$ cat src/hdl/pep_pkg.sv
// Shared types, constants and helpers for the palette expander.
package pep_pkg;

  localparam int PALETTE_ENTRIES = 256;
  localparam int PAL_AW = $clog2(PALETTE_ENTRIES);
  localparam int MAX_SCALE = 8;
  localparam int PADDR_W = 5;

  // register indexes (paddr[4:2])
  localparam logic [2:0] REG_SCALE = 3'd0;
  localparam logic [2:0] REG_OUTPUT_MODE = 3'd1;
  localparam logic [2:0] REG_RED_FIELD = 3'd2;
  localparam logic [2:0] REG_GREEN_FIELD = 3'd3;
  localparam logic [2:0] REG_BLUE_FIELD = 3'd4;

  // item mode codes
  localparam logic MODE_PAL_WRITE = 1'b0;
  localparam logic MODE_PIXEL = 1'b1;

  // output mode codes
  localparam logic OUT_PACKED = 1'b0;
  localparam logic OUT_TRUE_COLOR = 1'b1;

  typedef struct packed {
    logic       mode;
    logic [7:0] index;
    logic [7:0] red;
    logic [7:0] green;
    logic [7:0] blue;
    logic       last_in_line;
  } item_t;

  typedef struct packed {
    logic [31:0] word;
    logic        last;
    logic        line_end;
  } res_t;

  typedef struct packed {
    logic [3:0]  scale;
    logic        output_mode;
    logic [31:0] red_field;
    logic [31:0] green_field;
    logic [31:0] blue_field;
    logic [4:0]  red_shift;
    logic [4:0]  green_shift;
    logic [4:0]  blue_shift;
  } cfg_t;

  // pixel handed from the lookup stage to the packer
  typedef struct packed {
    logic [7:0]  index;
    logic        eol;
    logic [31:0] word;
  } job_t;

  function automatic logic [4:0] low_bit_pos(input logic [31:0] m);
    logic [4:0] pos;
    pos = 5'd0;
    for (int i = 31; i >= 0; i--) begin
      if (m[i]) pos = 5'(i);
    end
    return pos;
  endfunction

  function automatic logic [31:0] place(input logic [7:0] comp, input logic [31:0] m,
                                        input logic [4:0] sh);
    return ({24'd0, comp} << sh) & m;
  endfunction

  function automatic logic [3:0] eff_scale(input logic [3:0] s);
    logic [3:0] r;
    r = s;
    if (r == 4'd0) r = 4'd1;
    if (r > 4'(MAX_SCALE)) r = 4'(MAX_SCALE);
    return r;
  endfunction

endpackage

$ cat src/hdl/pep_pack.sv
// Replication and byte packing stage with the output register.
module pep_pack (
  input  logic          clk,
  input  logic          rst,
  input  pep_pkg::cfg_t cfg,
  input  logic          job_valid,
  output logic          job_ready,
  input  pep_pkg::job_t job,
  output logic          res_valid,
  input  logic          res_ready,
  output pep_pkg::res_t res
);
  import pep_pkg::*;

  logic        b_valid;
  logic [31:0] b_word;
  logic [7:0]  b_idx;
  logic        b_eol;
  logic [3:0]  cnt;
  logic [31:0] acc;
  logic [1:0]  off;

  logic        out_free;
  logic        step;
  logic        done;
  logic        emit;
  logic [31:0] w;
  logic        wlast;
  logic [3:0]  r;
  logic [2:0]  room;
  logic [3:0]  k4;
  logic [2:0]  k;
  logic        full;
  logic [2:0]  hi;
  logic [31:0] newacc;
  logic [31:0] acc_next;
  logic [1:0]  off_next;

  assign out_free = !res_valid || res_ready;
  assign step = b_valid && out_free;
  assign done = step && (r == 4'd0);
  assign job_ready = !b_valid || done;

  always_comb begin
    room = 3'd4 - {1'b0, off};
    full = cnt >= {1'b0, room};
    k4 = full ? {1'b0, room} : cnt;
    k = k4[2:0];
    hi = {1'b0, off} + k;
    newacc = acc;
    for (int j = 0; j < 4; j++) begin
      if (3'(j) >= {1'b0, off} && 3'(j) < hi) newacc[8*j +: 8] = b_idx;
    end
    acc_next = acc;
    off_next = off;
    if (cfg.output_mode == OUT_TRUE_COLOR) begin
      r = cnt - 4'd1;
      emit = 1'b1;
      w = b_word;
      wlast = r == 4'd0;
      if (r == 4'd0 && b_eol) begin
        acc_next = 32'd0;
        off_next = 2'd0;
      end
    end else begin
      r = cnt - k4;
      w = newacc;
      // after a full word the offset is zero: more words follow only for
      // another full word or a line-end flush
      wlast = (r == 4'd0) || (r < 4'd4 && !b_eol);
      if (full) begin
        emit = 1'b1;
        acc_next = 32'd0;
        off_next = 2'd0;
      end else if (b_eol) begin
        emit = 1'b1;
        acc_next = 32'd0;
        off_next = 2'd0;
      end else begin
        emit = 1'b0;
        acc_next = newacc;
        off_next = hi[1:0];
      end
    end
  end

  always_ff @(posedge clk) begin
    if (rst) begin
      b_valid <= 1'b0;
      res_valid <= 1'b0;
      acc <= 32'd0;
      off <= 2'd0;
    end else begin
      if (job_valid && job_ready) begin
        b_valid <= 1'b1;
      end else if (done) begin
        b_valid <= 1'b0;
      end
      if (step && emit) begin
        res_valid <= 1'b1;
      end else if (res_ready) begin
        res_valid <= 1'b0;
      end
      if (step) begin
        acc <= acc_next;
        off <= off_next;
      end
    end
  end

  always_ff @(posedge clk) begin
    if (job_valid && job_ready) begin
      b_word <= job.word;
      b_idx <= job.index;
      b_eol <= job.eol;
      cnt <= eff_scale(cfg.scale);
    end else if (step) begin
      cnt <= r;
    end
    if (step && emit) begin
      res.word <= w;
      res.last <= wlast;
      res.line_end <= wlast && b_eol;
    end
  end

endmodule

$ cat config.mk
export PLATFORM = sky130hd
export DESIGN_NAME = pep_pack
export DESIGN_NICKNAME = d
export VERILOG_FILES = /design/src/hdl/pep_pkg.sv /design/src/hdl/pep_pack.sv
export SDC_FILE = /design/constraint.sdc
export NUM_CORES = 1
export LEC_CHECK = 0
export ABC_AREA = 1
export ABC_CLOCK_PERIOD_IN_PS = 6800
export BUFFER_PORTS_ARGS = -buffer_cell sky130_fd_sc_hd__buf_4
export CORE_ASPECT_RATIO = 0.7
export CORE_MARGIN = 2
export CORE_UTILIZATION = 29
export DETAILED_ROUTE_END_ITERATION = 12
export HOLD_SLACK_MARGIN = 0.03
export PLACE_DENSITY = 0.6
export SLEW_MARGIN = 15
export SYNTH_ARGS = -nofsm -noshare
export SYNTH_HDL_FRONTEND = slang
export SYNTH_SLANG_ARGS = --single-unit
$ cat constraint.sdc
create_clock -name clk -period 6.8 [get_ports clk]
set_input_delay 0.68 -clock clk [delete_from_list [all_inputs] [get_ports clk]]
set_output_delay 0.68 -clock clk [all_outputs]
set_load 0.03 [all_outputs]
---- After elaboration in Yosys (flattened, before gate mapping) ----
Index checks and enable logic that the tools add are counted.
Widths: inputs -> output; s select.
word-level totals
  bits in registers ....................... 115
  output and inout bits ................... 36
  input bits .............................. 161
  logic and storage cells ................. 78
operators by class
  add/subtract/negate cells ............... 4
  $lt $le $gt $ge ......................... 10
  equal/unequal tests ..................... 1
  mux-type cells .......................... 28
  reduce and logical (&&, ||, !) cells .... 24
operator list
  kind                 number
  $mux 32              5
  $mux 8               4
  $mux 4               7
  $logic_not 4->1      4
  $logic_and 1x1->1    10
  $mux 1               8
  $mux 2               4
  $lt 1x3->1 const A   2
  $lt 2x3->1 const A   2
  $reduce_bool 2->1    3
  $ge 1x2->1 const A   2
  $ge 4x3->1           1
  $gt 4x4->1 const B   1
  $lt 4x3->1 const B   1
  $sub 4x1->4 const B  1
  $sub 4x4->4          1
  $add 2x3->3          1
  $logic_not 1->1      3
  $logic_or 1x1->1     3
  $sub 3x2->3 const A  1
  $ge 2x2->1 const A   1
  $ne 2x1->1 const B   1
  $reduce_and 2->1     1

---- Longest topological paths before layout ----
  word-level depth ........................ 13
  mapped depth ............................ 22

---- Least setup slack after synthesis ----
Ideal clock, no wire load.
  path kind ............................... register to register
  start ................................... reg off[0]
  end ..................................... reg cnt[0], data pin
  period minus slack after synthesis ...... 4.302 ns
  arrival ................................. 4.000 ns
  path slack .............................. 2.498 ns
  data required time ...................... 6.498 ns
  library setup time ...................... 0.302 ns
  cell stages (with the launch flop) ...... 22
  cell sequence ........................... dfxtp_1 inv_1 ha_1 inv_1 ha_1 nand2_1 inv_1 nand2_2 nand3_2 nand2_1 o21ai_0 ha_1 fa_1 nand2_1 nand2_1 nand3_1 nor2_1 nand2_1 nand2_1 nand2_2 inv_1 o21ai_0
between the ends
  cells in the longest elaborated chain, start to end .. 10
RTL lines
  what                    line             RTL
  from (decl)             pep_pack.sv:21   logic [1:0] off;
  from (signal assigned)  pep_pack.sv:106  off <= off_next;
  $sub 3x2->3 *           pep_pack.sv:45   room = 3'd4 - {1'b0, off};
  $ge 4x3->1              pep_pack.sv:46   full = cnt >= {1'b0, room};
  $mux 4 *                pep_pack.sv:47   k4 = full ? {1'b0, room} : cnt;
  $sub 4x4->4 *           pep_pack.sv:66   r = cnt - k4;
  $mux 4 *                pep_pack.sv:56   if (cfg.output_mode == OUT_TRUE_COLOR) begin
  $logic_not 4->1 *       pep_pack.sv:41   assign done = step && (r == 4'd0);
  $logic_and 1x1->1 *     pep_pack.sv:41
  $logic_or 1x1->1 *      pep_pack.sv:42   assign job_ready = !b_valid || done;
  named net job_ready     pep_pack.sv:7    output logic job_ready,
  $logic_and 1x1->1 *     pep_pack.sv:112  if (job_valid && job_ready) begin
  $mux 4 *                pep_pack.sv:112
  to (signal assigned)    pep_pack.sv:116  cnt <= eff_scale(cfg.scale);
  to (signal assigned)    pep_pack.sv:118  cnt <= r;
  to (decl)               pep_pack.sv:19   logic [3:0] cnt;
The timed path passes the listed nets; every way through them passes the cells marked *. The select of a mux whose other input is x is not followed.
A chain may end at the register's enable or synchronous reset.

---- Final worst setup path ----
  start ................................... reg off[1]
  end ..................................... reg b_word[4], enable pin
between the ends
  cells in the longest elaborated chain, start to end .. 9
RTL lines
  what                  line             RTL
  $sub 3x2->3 *         pep_pack.sv:45
  $ge 4x3->1            pep_pack.sv:46
  $mux 4 *              pep_pack.sv:47
  $sub 4x4->4 *         pep_pack.sv:66
  $mux 4 *              pep_pack.sv:56
  $logic_not 4->1 *     pep_pack.sv:41
  $logic_and 1x1->1 *   pep_pack.sv:41
  $logic_or 1x1->1 *    pep_pack.sv:42
  $logic_and 1x1->1 *   pep_pack.sv:112
  to (signal assigned)  pep_pack.sv:113  b_word <= job.word;
  to (decl)             pep_pack.sv:16   logic [31:0] b_word;
Every way passes the cells marked *; elsewhere a longest branch is shown, timed or not.

==> metrics.yaml <==
timing:
  max_freq_mhz: 211
  tns_ns: 0
  period_share_pct: 69.7
  hold_violations: 0
  setup_viol: 0
  rsz0062_at_grt: "no"
  period_needed_ns: 4.74
  fin_ws_ns: 2.06
  finClkSkew_ns: 0.00732
  maxSlewHeadroom_pct: 28.9
  slew_violations: 0
  worst_pin_slew_ns: 1.07
floorplanning:
  die_area_um2: 19100
  initial_core_util_pct: 29.3
  rows: 41
  fp.dieW_um: 165
  core-area_um2: 17900
  die_h_um: 116
  pin_count: 197
place:
  gp_congestion: 0.800
  portBuffers: 85
  dp_hpwl_mm: 8.30
  place_ws_ns: 1.94
finish:
  drive_gt1_share_pct: 21.7
  fill_cells: 1835
  area_delta_synth_final_pct: 28.2
  n_antenna_cell: 0
  nets: 806
critical_path:
  critPathRequiredTime_ns: 6.88
  critPathArrivalTime_ns: 4.83
  worstPathMaxFanout: 25
  crit_type: "reg2reg"
  end_kind: "flop"
  cp-start-kind: "flop"
detailed_routing:
  ant_nets: 0
  vias: 3907
  drt_iter0_drc: 317
  wire_per_inst_um: 14.1
  drc: 0
  viasPerCell: 4.44
  finalWirelength_mm: 12.4
  first_pass_iters: 4
synthesis:
  ys_seq_area_share_pct: 59.1
  syn-cell-area_um2: 5230
  yosys.area.top_type_share_pct: 45.4
  syn_inst: 546
  postSynthAreaPerCell_um2: 9.58
  synth_nets: 721
  synth_cell_type_count: 34
  synthTopCellsByArea: "edfxtp_1 (45%), dfxtp_1 (14%), nand2_1 (11%), nand3_1 (7.3%), inv_1 (4.4%)"
  ys_ff_latch: 115
  yosysTopAreaCell: "edfxtp_1"
  ys_warn_count: 0
clock_tree:
  cts_max_level: 4
  cts_buffers: 17
  cts_tree: "built"
  clk_pin_slew_ns: 0.06
  cts-root-buf: "clkbuf_16"
  clock_latency_ns: 0.42
  post_cts_buffers: 0
  clock_path_buffers: 2
  cts_resized: 0
  ctsHoldBuffers: 0
  clock_sinks: 115
power:
  irDropWorstVdd_v: 0.000141
  power_leakage_uw: 0.00266
  power_density_nw_per_um2: 347
global_route:
  grt_pass1_wl_mm: 19.6
  overflow: 0
  grt_max_degree: 47
  antenna_found_initial: 0
  gr-usage-all-layers_pct: 13.9
  grt_pass1_vias: 3695
run:
  cap_violations: 0
outcome:
  outcome: "complete, no violations"
hold_path:
  min_path_type: "in2reg"
flip-flops by register name, summed over array words and instances (netlist names):
name,flops
off,2
b_word,32
b_eol,1
b_idx,8
cnt,4
res,34
b_valid,1
acc,32
res_valid,1
critical path, stage by stage, from the launching register on:
cell and delay (ns):
dfxtp_1 0.32, inv_1 0.13, ha_1 0.49, inv_1 0.13
ha_1 0.29, inv_1 0.07, nor2_2 0.05, nand2_2 0.09
nand3_2 0.14, nand2_1 0.09, o21ai_0 0.13, ha_1 0.24
fa_1 0.52, nand2_1 0.06, nand2_1 0.12, nand3_1 0.08
nor2_1 0.11, nand2_1 0.06, nand2_1 0.12, nand2_2 0.11
inv_1 0.59, buf_4 0.45
stage by stage:
step	total power, uW	hold slack [ns]	instances	util [%]	area, um2
3_3_place_gp	1400	0.451	848	34.1	6090
6_report	2330	0.435	880	37.6	6710
5_1_grt	2450	0.410	880	37.6	6710
3_5_place_dp	1410	0.456	848	34.1	6090
4_1_cts	2350	0.411	880	37.6	6710
2_1_floorplan	1240	0.444	546	-	5230
synthesized netlist by cell type:
library cell and number:
nand3b_1 1, nor2_4 1, fa_1 2, o21ai_0 22, and2_1 1, a21boi_0 1, ha_1 12, a211oi_1 1
xnor2_1 2, dfxtp_1 36, nand3_1 76, nand2_4 3, o21ai_1 2, edfxtp_1 79, nand2_1 150, nand4_1 2
o211ai_1 8, xor2_1 2, nand2_8 1, buf_4 1, or2_2 1, buf_1 5, nor2_1 4, nand3_2 3
clkinv_1 1, inv_1 62, nand3_4 1, o21ai_4 1, a21oi_1 37, a21oi_2 1, nand2_2 9, nor2_2 2
clkbuf_1 7, buf_2 9
path summary, 6_finish.rpt:
check,depth (start not counted),end,start,slack [ns]
worst min register to register,2,acc[13],acc[13],0.46
worst max-delay path,21,b_word[4],off[1],2.06
worst max register to register,21,b_word[4],off[1],2.06
worst min-delay path,1,b_word[29],job[29],0.43
cell type report:
| class | count | area [um2] | share of cell area [%] |
|---|---|---|---|
| Tap cell | 236 | 295 | 4.40 |
| Sequential cell | 115 | 3090 | 46.1 |
| Timing Repair Buffer | 88 | 661 | 9.85 |
| Inverter | 63 | 236 | 3.53 |
| Clock inverter | 13 | 184 | 2.74 |
| Clock buffer | 19 | 433 | 6.46 |
| Multi-Input combinational cell | 346 | 1800 | 26.9 |
routing by layer:
| layer | up-vias | global-route usage, % | routed length [um] |
|---|---|---|---|
| li1 | 2000 | - | - |
| met1 | 1805 | 20.2 | 6520 |
| met2 | 88 | 19.4 | 5120 |
| met3 | 14 | 4.40 | 624 |
| met4 | 0 | 4.64 | 171 |
| met5 | - | 0 | 0 |
report_power, final:
part / switching [uW] / internal, uW / total, uW / leakage, uW
clock: 325 / 612 / 937 / 0.000283
combinational: 364 / 170 / 534 / 0.00134
sequential: 26.3 / 829 / 855 / 0.00104
logic make-up (layout without fill, tap and decap cells):
family,after synthesis,in the layout,synth area share (%)
AO/OA/AOI/OAI,73,73,7.75
XOR/XNOR,4,4,0.670
adder cells (fa/ha/maj),14,14,3.64
buffers and inverters,85,183,6.39
flip-flops,115,115,59.1
AND/OR/NAND/NOR,255,255,22.4
cells in the final DEF, fill, tap and decap left out, drive strengths merged, types with 2 or more instances in the layout:
master and n:
nand2 163, nor2 7, edfxtp 79, clkinvlp 5, o211ai 8, xor2 2, clkbuf 19, inv 63
buf 88, xnor2 2, ha 12, nand3 80, o21ai 25, clkinv 4, a21oi 38, dfxtp 36
bufinv 4, fa 2, nand4 2
(Power assumes the default switching activity.)
