===== config.mk =====
export PLATFORM = sky130hd
export DESIGN_NAME = pep_regs
export DESIGN_NICKNAME = d
export VERILOG_FILES = /design/src/hdl/pep_pkg.sv /design/src/hdl/pep_regs.sv
export SDC_FILE = /design/constraint.sdc
export NUM_CORES = 1
export LEC_CHECK = 0
export BUFFER_PORTS_ARGS = -buffer_cell sky130_fd_sc_hd__buf_2
export CAP_MARGIN = 30
export CELL_PAD_IN_SITES_DETAIL_PLACEMENT = 0
export CELL_PAD_IN_SITES_GLOBAL_PLACEMENT = 1
export CORE_MARGIN = 2
export CORE_UTILIZATION = 33
export CTS_BUF_LIST = sky130_fd_sc_hd__clkbuf_2
export DETAILED_ROUTE_END_ITERATION = 7
export HOLD_SLACK_MARGIN = 0.08
export PLACE_DENSITY_LB_ADDON = 0.3
export SLEW_MARGIN = 5
export SYNTH_ARGS = -nofsm -noshare
export SYNTH_HDL_FRONTEND = slang
export SYNTH_SLANG_ARGS = --single-unit
export TNS_END_PERCENT = 10

===== constraint.sdc =====
create_clock -name clk -period 1.8 [get_ports clk]
set_input_delay 0.45 -clock clk [delete_from_list [all_inputs] [get_ports clk]]
set_output_delay 0.45 -clock clk [all_outputs]
set_load 0.01 [all_outputs]

===== src/hdl/pep_pkg.sv =====
// Shared types, constants and helpers for the palette expander.
package pep_pkg;

  localparam int PALETTE_ENTRIES = 256;
  localparam int PAL_AW = $clog2(PALETTE_ENTRIES);
  localparam int MAX_SCALE = 8;
  localparam int PADDR_W = 5;

  // register indexes (paddr[4:2])
  localparam logic [2:0] REG_SCALE = 3'd0;
  localparam logic [2:0] REG_OUTPUT_MODE = 3'd1;
  localparam logic [2:0] REG_RED_FIELD = 3'd2;
  localparam logic [2:0] REG_GREEN_FIELD = 3'd3;
  localparam logic [2:0] REG_BLUE_FIELD = 3'd4;

  // item mode codes
  localparam logic MODE_PAL_WRITE = 1'b0;
  localparam logic MODE_PIXEL = 1'b1;

  // output mode codes
  localparam logic OUT_PACKED = 1'b0;
  localparam logic OUT_TRUE_COLOR = 1'b1;

  typedef struct packed {
    logic       mode;
    logic [7:0] index;
    logic [7:0] red;
    logic [7:0] green;
    logic [7:0] blue;
    logic       last_in_line;
  } item_t;

  typedef struct packed {
    logic [31:0] word;
    logic        last;
    logic        line_end;
  } res_t;

  typedef struct packed {
    logic [3:0]  scale;
    logic        output_mode;
    logic [31:0] red_field;
    logic [31:0] green_field;
    logic [31:0] blue_field;
    logic [4:0]  red_shift;
    logic [4:0]  green_shift;
    logic [4:0]  blue_shift;
  } cfg_t;

  // pixel handed from the lookup stage to the packer
  typedef struct packed {
    logic [7:0]  index;
    logic        eol;
    logic [31:0] word;
  } job_t;

  function automatic logic [4:0] low_bit_pos(input logic [31:0] m);
    logic [4:0] pos;
    pos = 5'd0;
    for (int i = 31; i >= 0; i--) begin
      if (m[i]) pos = 5'(i);
    end
    return pos;
  endfunction

  function automatic logic [31:0] place(input logic [7:0] comp, input logic [31:0] m,
                                        input logic [4:0] sh);
    return ({24'd0, comp} << sh) & m;
  endfunction

  function automatic logic [3:0] eff_scale(input logic [3:0] s);
    logic [3:0] r;
    r = s;
    if (r == 4'd0) r = 4'd1;
    if (r > 4'(MAX_SCALE)) r = 4'(MAX_SCALE);
    return r;
  endfunction

endpackage


===== src/hdl/pep_regs.sv =====
// APB configuration registers with precomputed mask shifts.
module pep_regs (
  input  logic                       clk,
  input  logic                       rst,
  input  logic                       psel,
  input  logic                       penable,
  input  logic                       pwrite,
  input  logic [pep_pkg::PADDR_W-1:0] paddr,
  input  logic [31:0]                pwdata,
  output logic [31:0]                prdata,
  output logic                       pready,
  output pep_pkg::cfg_t              cfg
);
  import pep_pkg::*;

  logic [2:0] sel;
  logic       wr;

  assign pready = 1'b1;
  assign sel = paddr[4:2];
  assign wr = psel && penable && pwrite;

  always_ff @(posedge clk) begin
    if (rst) begin
      cfg.scale <= 4'd1;
      cfg.output_mode <= OUT_PACKED;
      cfg.red_field <= 32'h00FF_0000;
      cfg.green_field <= 32'h0000_FF00;
      cfg.blue_field <= 32'h0000_00FF;
      cfg.red_shift <= 5'd16;
      cfg.green_shift <= 5'd8;
      cfg.blue_shift <= 5'd0;
    end else if (wr) begin
      case (sel)
        REG_SCALE: cfg.scale <= pwdata[3:0];
        REG_OUTPUT_MODE: cfg.output_mode <= pwdata[0];
        REG_RED_FIELD: begin
          cfg.red_field <= pwdata;
          cfg.red_shift <= low_bit_pos(pwdata);
        end
        REG_GREEN_FIELD: begin
          cfg.green_field <= pwdata;
          cfg.green_shift <= low_bit_pos(pwdata);
        end
        REG_BLUE_FIELD: begin
          cfg.blue_field <= pwdata;
          cfg.blue_shift <= low_bit_pos(pwdata);
        end
        default: ;
      endcase
    end
  end

  always_comb begin
    case (sel)
      REG_SCALE: prdata = {28'd0, cfg.scale};
      REG_OUTPUT_MODE: prdata = {31'd0, cfg.output_mode};
      REG_RED_FIELD: prdata = cfg.red_field;
      REG_GREEN_FIELD: prdata = cfg.green_field;
      REG_BLUE_FIELD: prdata = cfg.blue_field;
      default: prdata = 32'd0;
    endcase
  end

endmodule


# Word level (Yosys, flattened, before mapping)
# Index checks and enable logic that the tools add are counted.
# classes
n_reduce_logical,8
eq_ne,4
n_mux,33
# ops
op,count
two-way mux 5 bit,32
case mux 32 bit (5 select lines),1
AND reduction 2 bit,5
"equality test 3 x 2 -> 1 bit, second input constant",2
"equality test 3 x 1 -> 1 bit, second input constant",1
"equality test 3 bit, second input constant",1
zero test 3 bit,1
logical AND 1 bit,2
# word_totals
out_inout_bits,149
regBits,116

# Longest topological paths before layout
# Gate-level depths: netlist of run 1.
# logic_depth
ltp_word,32
depth_mapped,7
depth_no_buf,5

# Worst setup path before layout of run 1
# OpenSTA, ideal clock, no wires.
# synth_timing
kind,input to output
start,in paddr[2] (netlist bit)
end,out prdata[10]
arrival_ns,1.507
path_buffers,3
stages,5
t_required_ns,1.350
path_slack_ns,-0.157
cell_sequence,buf_2 -> buf_2 -> buf_2 -> mux2i_1 -> o21ai_0
# synth_between
elab_chain_len,2
word_cells_on_any_way,6
# synth_lines
item,line_no,text
start: declaration,pep_regs.sv:8,"input logic [pep_pkg::PADDR_W-1:0] paddr,"
equality test 3 bit (tied with other cells),pep_regs.sv:55,case (sel)
case mux 32 bit (5 select lines) (*),pep_regs.sv:55,
end: declaration,pep_regs.sv:10,"output logic [31:0] prdata,"
# Mark *: on every way between the ends. The rest lies on a longest branch, timed or not.

# Worst setup path after layout of run 1
# layout_timing
start,reg cfg[47] (netlist bit)
end,out prdata[0]
# layout_between
elab_chain_len,1
# layout_lines
item,line_no,text
start: declaration,pep_regs.sv:12,output pep_pkg::cfg_t cfg
case mux 32 bit (5 select lines),pep_regs.sv:55,
# No other way between the ends.

==> flow_metrics.env, run 1 <==
export IMPL_outcome="complete, but fails checks"
export IMPL_violations="setup timing"
export IMPL_cts_root_buffer="clkbuf_2"
export IMPL_gr_usage_met1_pct=29.7
export IMPL_comb_power_share_pct=12.6
export IMPL_worst_endpoint_required_ns=1.35
export IMPL_clock_pin_slew_reported_for_the_worst_setup_and_hold_paths_after_clock_tree_synthesis_ns=0.17
export IMPL_number_of_global_route_vias_before_repair=5165
export IMPL_clk_insertion_delay_late_ns=0.68
export IMPL_ff2ff_path_depth=2
export IMPL_wl_per_cell_um=15.5
export IMPL_core_area_mm2=0.0158
export IMPL_flow_area_growth_from_synthesis_pct=43.2
export IMPL_endpoint_kind="output port"
export IMPL_largest_register_ff_count=116
export IMPL_globalplace_congestion=0.770
export IMPL_top_regs="cfg: 116 flops"
export IMPL_netlist_area_mm2=0.00531
export IMPL_port_buffers=187
export IMPL_use_met3_pct=4.93
export IMPL_timing_clock_skew_ns=0
export IMPL_die_w_um=131
export IMPL_track_usage_pct=21.5
export IMPL_detail_route_iter0_violations=330
export IMPL_rsz0062_at_grt="true"
export IMPL_critPathKind="flop to output port"
export IMPL_timing_critical_path_from_type="flop"
export IMPL_cellPowerDensity_mw_per_mm2=627
export IMPL_io_pin_count=191
export IMPL_p_total_w=0.00477
export IMPL_remaining_drc_errors=0
export IMPL_design_die_area_mm2=0.0171
export IMPL_report_final_slew_viol_count=0
export IMPL_leakage_power_nw=3.34
export IMPL_power_clock_fraction_pct=32.7
export IMPL_cts_htree_levels=4
export IMPL_synth_seq_cells=116
export IMPL_hold_path_class="input port to flop"
export IMPL_number_of_distinct_library_cell_variants_in_the_gate_level_netlist_after_synthesis=46
export IMPL_grt_overflow_total=0
export IMPL_die_height_um=131
export IMPL_finish_net_count=995
export IMPL_antenna_found_initial=1
export IMPL_hold_viol=0
export IMPL_layout_worst_path_cycle_share_pct=125
export IMPL_worst_path_max_fanout=2
export IMPL_intPower_w=0.00347
export IMPL_min_to="cfg[45]"
export IMPL_slew_limit_headroom_pct=59.5
export IMPL_vias=5636
export IMPL_cts_buffers_inserted=17
export IMPL_drive_gt1_share_pct=39.9
export IMPL_groute_layer_met2_usage_pct=33.4
export IMPL_ys_flop_type="dfxtp_1"
export IMPL_power_switching_share_pct=27.2
export IMPL_rr_endpoint="cfg[112]"
export IMPL_dp_hpwl_um=13100
export IMPL_worst_case_clock_buffer_depth=2
export IMPL_asyncSetResetFlopFracSynth_pct=0
export IMPL_hold_start="pwdata[30]"
export IMPL_net_switching_power_of_the_design_w=0.00130
export IMPL_layout_filler_cells=1624
export IMPL_max_freq_mhz=445
export IMPL_grt_max_degree=58
export IMPL_first_pass_grt_wire_length_um=28200
export IMPL_post_synth_inst_count=695
export IMPL_synth_avg_cell_area_um2=7.64
export IMPL_synth_seq_area_share_pct=43.7
export IMPL_setup_ws_ns=-0.449
export IMPL_busiest_layer="met2"
export IMPL_layout_min_cycle_time_ns=2.25
export IMPL_reg2reg_slack_ns=1.01
export IMPL_timing_hold_worst_path_depth=4
export IMPL_worstMarginPinSlew_ns=0.607
export IMPL_clock_tree_from_tritoncts="built"
export IMPL_wl_um=18300
export IMPL_core_rowCount=46
export IMPL_synthesis_nets=737
export IMPL_drv_max_cap_violation_count=0
export IMPL_regMostFlops="cfg"
export IMPL_setup_viol=33
export IMPL_drt_pre_antenna_iters=4
export IMPL_seqPwrFrac_pct=54.7
export IMPL_drt_antenna_violating_nets=0
export IMPL_totalNegativeSetupSlack_ns=-2.74
export IMPL_worst_endpoint_arrival_ns=1.80
export IMPL_yosys_warnings=0
export IMPL_synth_edff_count=0
export IMPL_reg2reg_from="cfg[112]"
export IMPL_vdd_drop_max_v=0.000318
export IMPL_tritoncts_num_sinks=116
export IMPL_initial_core_util_pct=33.5
export IMPL_vias_per_cell=4.77
-- worst max-delay path, cell delays in order (launching register included) --
cell and delay, ns:
dfxtp_2 0.35, mux4_2 0.47, inv_2 0.07, o32ai_2 0.08, buf_2 0.15
-- synth_stat cells, drive strengths merged (2+ instances only) --
cell | count | area, µm²
o21ai | 37 | 185
a21oi | 85 | 425
clkbuf | 26 | 97.6
o31ai | 7 | 52.6
a31o | 2 | 17.5
or4 | 2 | 18.8
nand3 | 6 | 35.0
o211ai | 4 | 30.0
dfxtp | 116 | 2320
mux2i | 32 | 320
nor2b | 5 | 31.3
a211o | 2 | 17.5
nor3 | 9 | 56.3
nor4 | 7 | 71.3
nand3b | 32 | 240
a31oi | 5 | 31.3
or2 | 2 | 12.5
nor2 | 23 | 91.3
nand4 | 2 | 12.5
buf | 28 | 159
nand2 | 244 | 916
o21bai | 2 | 15.0
inv | 4 | 15.0
-- routing by layer --
metal	wire, µm	vias to the layer above
li1	-	2864
met1	8880	2602
met2	8300	153
met3	935	17
met4	185	0
met5	0	-
-- layout make-up --
class	count	area, µm²	area share [%]
tap	216	270	3.55
clock inverter	10	91.3	1.20
multi-input combinational	521	2740	36.1
timing repair buffer	293	1970	25.9
inverter	4	15.0	0.197
sequential	116	2420	31.8
antenna	1	2.50	0.0329
clock buffer	20	100	1.32
-- layout by cell type, fill, tap and decap left out, types with 8 or more instances in the layout --
cell type,count
nand2_1,244
buf_2,179
a21oi_1,85
dfxtp_2,75
buf_4,67
dfxtp_1,41
o21ai_1,33
mux2i_1,32
nand3b_1,32
dlygate4sd3_1,26
nor2_1,21
clkbuf_2,20
buf_6,13
nor3_1,8
buf_12,8
-- stage by stage --
stage	std cells	util, %	area [µm²]	hold slack, ns	setup slack [ns]
6_report	1181	48.0	7600	0.151	-0.449
4_1_cts	1178	47.8	7560	0.0816	-0.522
5_1_grt	1181	48.0	7600	0.0986	-0.576
2_1_floorplan	695	-	5350	0.476	-0.00583
3_5_place_dp	1115	43.7	6920	0.446	-0.110
3_3_place_gp	1115	43.7	6920	0.439	-0.0804
-- cells by family after synthesis --
| family | after synthesis | synth area share [%] |
|---|---|---|
| and+or+nand+nor | 337 | 28.9 |
| DFF | 116 | 43.7 |
| AOI/OAI and AO/OA | 150 | 15.7 |
| other | 1 | 0.0706 |
| muxes | 33 | 6.46 |
| buffers and inverters | 58 | 5.11 |
-- worst max-delay path by stage --
stage               start         to  slack [ns]  cells after the start
6_report          cfg[47]  prdata[0]       -0.45                      4
5_1_grt           cfg[47]  prdata[0]       -0.58                      4
4_1_cts           cfg[47]  prdata[0]       -0.52                      4
3_5_place_dp   pwdata[28]     cfg[2]       -0.11                      7
3_3_place_gp     paddr[2]  prdata[0]       -0.08                      5
2_1_floorplan    paddr[2]  prdata[4]      -0.006                      6
-- what timing repair did --
item / 4_1_cts / 5_1_grt
pin swaps: 0 / 2
endpoints found under the hold margin: 67 / 1
setup endpoints to repair: 32 / 49
gates resized for setup: 78 / 13
buffers inserted: 8 / 1
hold buffers: 25 / 1
-- power by group through the flow --
stage,Combinational (W),Clock (W),Sequential [W]
5_1_grt,0.000657,0.00174,0.00261
3_3_place_gp,0.000552,0,0.00266
2_1_floorplan,0.000260,0,0.00267
4_1_cts,0.000603,0.00161,0.00261
6_report,0.000602,0.00156,0.00261
3_5_place_dp,0.000553,0,0.00266
(Power assumes the default switching activity.)
==> run 2: changes to the inputs <==
--- a/config.mk
+++ b/config.mk
@@ -15,6 +15,7 @@
 export DETAILED_ROUTE_END_ITERATION = 7
 export HOLD_SLACK_MARGIN = 0.08
 export PLACE_DENSITY_LB_ADDON = 0.3
+export RECOVER_POWER = 25
 export SLEW_MARGIN = 5
 export SYNTH_ARGS = -nofsm -noshare
 export SYNTH_HDL_FRONTEND = slang
==> run 2 against run 1 <==
The flow still finishes with violations (setup timing). Die area stayed put. Combinational power fell by 1%. Via count up 0.39%. Cell area fell by 1.1%. Critical endpoint unchanged. Largest cell class unchanged. Largest power group unchanged.
==> flow_metrics.env, run 2 (synthesis gave the netlist of run 1 again) <==
export IMPL_worst_path_max_fanout=2
export IMPL_leakage_power_nw=3.29
export IMPL_die_height_um=131
export IMPL_wl_per_cell_um=15.6
export IMPL_drive_gt1_share_pct=38.9
export IMPL_outcome="complete, but fails checks"
export IMPL_vdd_drop_max_v=0.000318
export IMPL_endpoint_kind="output port"
export IMPL_largest_register_ff_count=116
export IMPL_timing_critical_path_from_type="flop"
export IMPL_core_area_mm2=0.0158
export IMPL_vias=5658
export IMPL_critPathBufInv=2
export IMPL_grt_max_degree=58
export IMPL_delay_of_the_slowest_critical_path_stage_ns=0.47
export IMPL_cp_cell_sequence="mux4_2 > inv_2 > o32ai_2 > buf_2"
export IMPL_hold_path_class="input port to flop"
export IMPL_p_total_w=0.00476
export IMPL_setup_viol=33
export IMPL_layout_min_cycle_time_ns=2.26
export IMPL_finish_net_count=995
export IMPL_hold_viol=0
export IMPL_cts_buffers_inserted=17
export IMPL_clock_tree_from_tritoncts="built"
export IMPL_drt_pre_antenna_iters=4
export IMPL_layout_cells_most_common="nand2_1"
export IMPL_worstMarginPinSlew_ns=0.808
export IMPL_final_cell_mix="nand2_1, buf_2, a21oi_1"
export IMPL_timing_clock_skew_ns=0
export IMPL_wl_um=18400
export IMPL_design_die_area_mm2=0.0171
export IMPL_worst_endpoint_arrival_ns=1.81
export IMPL_power_clock_fraction_pct=32.8
export IMPL_multi_input_area_mm2=0.00271
export IMPL_hold_start="pwdata[30]"
export IMPL_initial_core_util_pct=33.5
export IMPL_cts_htree_levels=4
export IMPL_report_final_slew_viol_count=0
export IMPL_seqPwrFrac_pct=54.7
export IMPL_core_rowCount=46
export IMPL_worst_case_clock_buffer_depth=2
export IMPL_antenna_found_initial=1
export IMPL_layout_filler_cells=1639
export IMPL_rsz0062_at_grt="true"
export IMPL_critPathKind="flop to output port"
export IMPL_cellPowerDensity_mw_per_mm2=633
export IMPL_vias_per_cell=4.79
export IMPL_cts_root_buffer="clkbuf_2"
export IMPL_net_switching_power_of_the_design_w=0.00130
export IMPL_grt_overflow_total=0
export IMPL_io_pin_count=191
export IMPL_comb_power_share_pct=12.5
export IMPL_setup_ws_pre_cts_ns=-0.110
export IMPL_globalplace_congestion=0.770
export IMPL_dp_hpwl_um=13100
export IMPL_setup_ws_ns=-0.461
export IMPL_final_seq_area_mm2=0.00242
export IMPL_cell_family_with_the_largest_share_of_critical_path_delay="multiplexers"
export IMPL_clock_pin_slew_reported_for_the_worst_setup_and_hold_paths_after_clock_tree_synthesis_ns=0.17
export IMPL_layout_worst_path_cycle_share_pct=126
export IMPL_worst_endpoint_required_ns=1.35
export IMPL_track_usage_pct=21.5
export IMPL_number_of_global_route_vias_before_repair=5165
export IMPL_intPower_w=0.00346
export IMPL_clk_insertion_delay_late_ns=0.69
export IMPL_cp_startpoint="cfg[47]"
export IMPL_drt_antenna_violating_nets=0
export IMPL_first_pass_grt_wire_length_um=28200
export IMPL_max_freq_mhz=442
export IMPL_die_w_um=131
export IMPL_slew_limit_headroom_pct=46.2
export IMPL_tritoncts_num_sinks=116
export IMPL_reg2reg_from="cfg[112]"
export IMPL_regMostFlops="cfg"
export IMPL_detail_route_iter0_violations=334
export IMPL_drv_max_cap_violation_count=0
export IMPL_port_buffers=187
export IMPL_crit_slowest_cell="mux4_2"
export IMPL_remaining_drc_errors=0
export IMPL_top_regs="cfg: 116 flops"
export IMPL_violations="setup timing"
export IMPL_power_switching_share_pct=27.3
export IMPL_flow_area_growth_from_synthesis_pct=41.7
run 2: cell count changes in the layout (fill, tap and decap cells not counted), moves of 2 or more:
cell / change
clkbuf_2: +3
buf_4: -7
buf_12: -2
clkbuf_1: +6
run 2: worst min-delay path: cells and delay by family:
kind / cells / cell delay (ns)
buffers and inverters: 2 / 0.28
and+or+nand+nor: 1 / 0.05
AOI/OAI and AO/OA: 1 / 0.05
run 2: path summary, 6_finish.rpt:
check / end / slack [ns] / cells after the start
setup / recovery: prdata[0] / -0.46 / 4
hold / removal: cfg[45] / 0.14 / 4
setup reg to reg: cfg[112] / 1.01 / 2
hold reg to reg: cfg[9] / 0.47 / 2
run 2: cell type report:
type,instances,share of cell area [%]
antenna,1,0.0333
clock buffer,20,1.33
timing repair buffer,293,25.4
multi-input combinational,521,36.1
tap,216,3.59
sequential,116,32.1
inverter,4,0.200
clock inverter,10,1.21
run 2: power groups by stage:
stage,registers (W),logic [W],clock network [W]
after floorplan,0.00267,0.000260,0
after global placement,0.00266,0.000552,0
after detailed placement,0.00266,0.000553,0
after CTS,0.00261,0.000603,0.00161
after global routing,0.00261,0.000647,0.00174
final,0.00261,0.000594,0.00156
run 2: routing by layer:
layer	routed length (µm)	track usage [%]
met5	0	0
met2	8300	33.4
met4	206	6.57
met1	8860	29.7
met3	1000	4.93
run 2: through the flow:
step | setup TNS, ns | cells | instance area, µm² | hold WS (ns) | utilization, %
after floorplan | -0.0922 | 695 | 5350 | 0.476 | -
after global placement | -2.17 | 1115 | 6920 | 0.439 | 43.7
after detailed placement | -2.99 | 1115 | 6920 | 0.446 | 43.7
after CTS | -4.81 | 1178 | 7560 | 0.0816 | 47.8
after global routing | -7.68 | 1181 | 7520 | 0.0986 | 47.5
final | -4.70 | 1181 | 7520 | 0.142 | 47.5
run 2: timing repair:
action,in CTS,in global routing
buffers inserted,8,1
endpoints found under the hold margin,67,1
pin swaps,0,2
setup endpoints to repair,32,49
gates resized for setup,78,13
hold buffers,25,1
==> run 3: changes to the inputs <==
--- a/config.mk
+++ b/config.mk
@@ -5,12 +5,13 @@
 export SDC_FILE = /design/constraint.sdc
 export NUM_CORES = 1
 export LEC_CHECK = 0
+export ABC_AREA = 1
 export BUFFER_PORTS_ARGS = -buffer_cell sky130_fd_sc_hd__buf_2
 export CAP_MARGIN = 30
 export CELL_PAD_IN_SITES_DETAIL_PLACEMENT = 0
 export CELL_PAD_IN_SITES_GLOBAL_PLACEMENT = 1
 export CORE_MARGIN = 2
-export CORE_UTILIZATION = 33
+export CORE_UTILIZATION = 31
 export CTS_BUF_LIST = sky130_fd_sc_hd__clkbuf_2
 export DETAILED_ROUTE_END_ITERATION = 7
 export HOLD_SLACK_MARGIN = 0.08
==> run 3 against run 2 <==
The run still ends with setup timing left. Die area decreased by 4.2%. Maximum frequency increased by 15%. Clock skew unchanged. Setup slack improved by 0.30 ns. Sequential share of layout area increased by 1.2 points. Via count decreased by 2.9%. Utilization decreased by 0.22 points. Non-clock buffer count decreased by 8. Synthesized cell count decreased by 6.5%. Sequential cell count unchanged. Critical path depth increased by 1. Critical path type unchanged. Critical endpoint unchanged.
==> flow_metrics.env, run 3 <==
export IMPL_cellPowerDensity_mw_per_mm2=646
export IMPL_rr_endpoint="cfg[111]"
export IMPL_netlist_top_cells_area="dfxtp_1, nand2_1, a21oi_1"
export IMPL_final_std_cells_w_o_fill=1111
export IMPL_violations="setup timing"
export IMPL_design_die_area_mm2=0.0164
export IMPL_slew_limit_headroom_pct=59.9
export IMPL_cp_cell_sequence="nand4_1 > nand2_1 > a221oi_2 > nand2_1 > buf_2"
export IMPL_first_pass_grt_wire_length_um=26900
export IMPL_worst_case_clock_buffer_depth=2
export IMPL_yosys_warnings=0
export IMPL_core_rowCount=45
export IMPL_report_final_slew_viol_count=0
export IMPL_synth_cells_most_frequent="nand2_1, dfxtp_1, a21oi_1"
export IMPL_yosys_cell_count_top_type="nand2_1"
export IMPL_grt_max_degree=46
export IMPL_post_synth_inst_count=650
export IMPL_ff2ff_path_depth=3
export IMPL_vias=5493
export IMPL_timing_critical_path_from_type="flop"
export IMPL_hold_start="pwdata[21]"
export IMPL_synth_top_area_cell="dfxtp_1"
export IMPL_top_regs="cfg: 116 flops"
export IMPL_tritoncts_num_sinks=116
export IMPL_worst_endpoint_required_ns=1.35
export IMPL_hold_path_class="input port to flop"
export IMPL_share_of_yosys_cell_area_claimed_by_the_top_area_cell_type_pct=48.7
export IMPL_dp_hpwl_um=12000
export IMPL_reg2reg_slack_ns=1.01
export IMPL_finish_net_count=953
export IMPL_worst_path_max_fanout=2
export IMPL_drt_pre_antenna_iters=4
export IMPL_layout_cells_most_common="buf_2"
export IMPL_cts_htree_levels=4
export IMPL_clock_pin_slew_reported_for_the_worst_setup_and_hold_paths_after_clock_tree_synthesis_ns=0.15
export IMPL_worst_endpoint_arrival_ns=1.51
export IMPL_clock_tree_from_tritoncts="built"
export IMPL_netlist_area_mm2=0.00477
export IMPL_outcome="complete, but fails checks"
export IMPL_timing_hold_worst_path_depth=4
export IMPL_setup_ws_ns=-0.163
export IMPL_layout_worst_path_cycle_share_pct=109
export IMPL_synth_edff_count=0
export IMPL_drt_antenna_violating_nets=0
export IMPL_antenna_found_initial=1
export IMPL_synth_seq_cells=116
export IMPL_die_w_um=128
export IMPL_core_area_mm2=0.0151
export IMPL_final_core_util_pct=47.3
export IMPL_detail_route_iter0_violations=314
export IMPL_vias_per_cell=4.94
export IMPL_globalplace_congestion=0.832
export IMPL_drive_gt1_share_pct=40.5
export IMPL_layout_min_cycle_time_ns=1.96
export IMPL_endpoint_kind="output port"
export IMPL_track_usage_pct=21.1
export IMPL_worstMarginPinSlew_ns=0.595
export IMPL_max_freq_mhz=509
export IMPL_number_of_distinct_library_cell_variants_in_the_gate_level_netlist_after_synthesis=25
export IMPL_hold_viol=0
export IMPL_cts_buffers_inserted=17
export IMPL_wl_um=17000
export IMPL_regMostFlops="cfg"
export IMPL_vdd_drop_max_v=0.000317
export IMPL_timing_clock_skew_ns=0
export IMPL_flow_area_growth_from_synthesis_pct=50.2
export IMPL_synth_seq_area_share_pct=48.7
export IMPL_totalNegativeSetupSlack_ns=-1.59
export IMPL_crit_slowest_cell="dfxtp_2"
export IMPL_reg2reg_from="cfg[111]"
export IMPL_clk_insertion_delay_late_ns=0.65
export IMPL_port_buffers=187
export IMPL_placed_cells=1045
export IMPL_initial_core_util_pct=31.5
export IMPL_drv_max_cap_violation_count=0
export IMPL_critPathKind="flop to output port"
export IMPL_delay_of_the_slowest_critical_path_stage_ns=0.35
export IMPL_leakage_power_nw=3.60
export IMPL_cts_root_buffer="clkbuf_2"
export IMPL_asyncSetResetFlopFracSynth_pct=0
export IMPL_largest_register_ff_count=116
export IMPL_ys_flop_type="dfxtp_1"
export IMPL_grt_overflow_total=0
export IMPL_cp_startpoint="cfg[111]"
export IMPL_remaining_drc_errors=0
export IMPL_synth_avg_cell_area_um2=7.34
export IMPL_wl_per_cell_um=15.3
export IMPL_rsz0062_at_grt="true"
export IMPL_setup_viol=28
export IMPL_path_common_cell="nand2_1"
export IMPL_number_of_global_route_vias_before_repair=5121
export IMPL_synthesis_nets=692
export IMPL_io_pin_count=191
export IMPL_die_height_um=128
export IMPL_min_to="cfg[36]"
export IMPL_final_cell_mix="buf_2, nand2_1, a21oi_1"
==> run 3: cell count changes after synthesis, moves of 7 or more <==
| cell | before | now |
|---|---|---|
| inv_2 | 0 | 14 |
| nand3_1 | 5 | 33 |
| o21ai_1 | 2 | 12 |
| mux2i_1 | 32 | 0 |
| buf_2 | 22 | 0 |
| o211ai_1 | 4 | 26 |
| nand3b_1 | 32 | 0 |
| o21ai_0 | 35 | 81 |
| clkbuf_1 | 26 | 41 |
| o31ai_1 | 7 | 0 |
| inv_1 | 4 | 27 |
| nand2_1 | 244 | 166 |
==> run 3: timing repair <==
action                                  in CTS  in global routing
gates resized for setup                     68                 31
buffers inserted                             7                  0
hold buffers                                25                  1
pin swaps                                   14                 15
endpoints found under the hold margin       58                  3
endpoints found under the setup margin      32                 42
gates cloned                                 2                  0
==> run 3: kinds of logic after synthesis <==
family / synth area share [%]
AND/OR/NAND/NOR: 19.8
buffers and inverters: 6.90
AO/OA/AOI/OAI: 24.5
other: 0.0786
flip-flops: 48.7
==> run 3: routing by layer <==
metal  part of all wire [%]  up-vias  GRT usage [%]
met5                      0        -              0
met4                    1.6        0           7.76
met3                    5.1       19           4.26
met2                     47      162           34.1
met1                     46     2586           28.0
li1                       -     2726              -
==> run 3: area by class of cell <==
type                       instances  area (µm²)
fill                            1508        7980
sequential                       116        2380
multi-input combinational        448        2220
tap                              188         235
clock buffer                      21         105
antenna                            1        2.50
clock inverter                     9        65.1
timing repair buffer             285        1970
inverter                          43         181
==> run 3: through the flow <==
stage               hold slack (ns)  total power, W  cell area, µm²  setup slack [ns]
global route                  0.106         0.00486            7160            -0.327
CTS                          0.0810         0.00469            7100            -0.261
floorplan                     0.504         0.00292            4790            -0.219
finish                        0.164         0.00463            7160            -0.163
detailed placement            0.461         0.00321            6410            -0.757
global placement              0.455         0.00320            6410            -0.725
==> run 3: critical path, delay by kind of cell (launching register included) <==
kind	cells	cell delay [ns]
buffers and inverters	1	0.14
AO/OA/AOI/OAI	1	0.16
flip-flops	1	0.35
AND/OR/NAND/NOR	3	0.20
==> run 3: how the worst max path moves through the flow <==
stage | to | slack (ns) | cells past startpoint
after global routing | prdata[0] | -0.33 | 5
final | prdata[0] | -0.16 | 5
after detailed placement | cfg[0] | -0.76 | 34
after global placement | cfg[0] | -0.72 | 34
after CTS | prdata[0] | -0.26 | 5
after floorplan | cfg[0] | -0.22 | 33
==> run 3: where the power goes <==
| part | leakage, nW | switching, W | internal, W |
|---|---|---|---|
| logic | 2.55 | 0.000330 | 0.000286 |
| registers | 0.945 | 0.0000266 | 0.00260 |
| clock network | 0.115 | 0.000908 | 0.000475 |
| total | 3.60 | 0.00126 | 0.00337 |
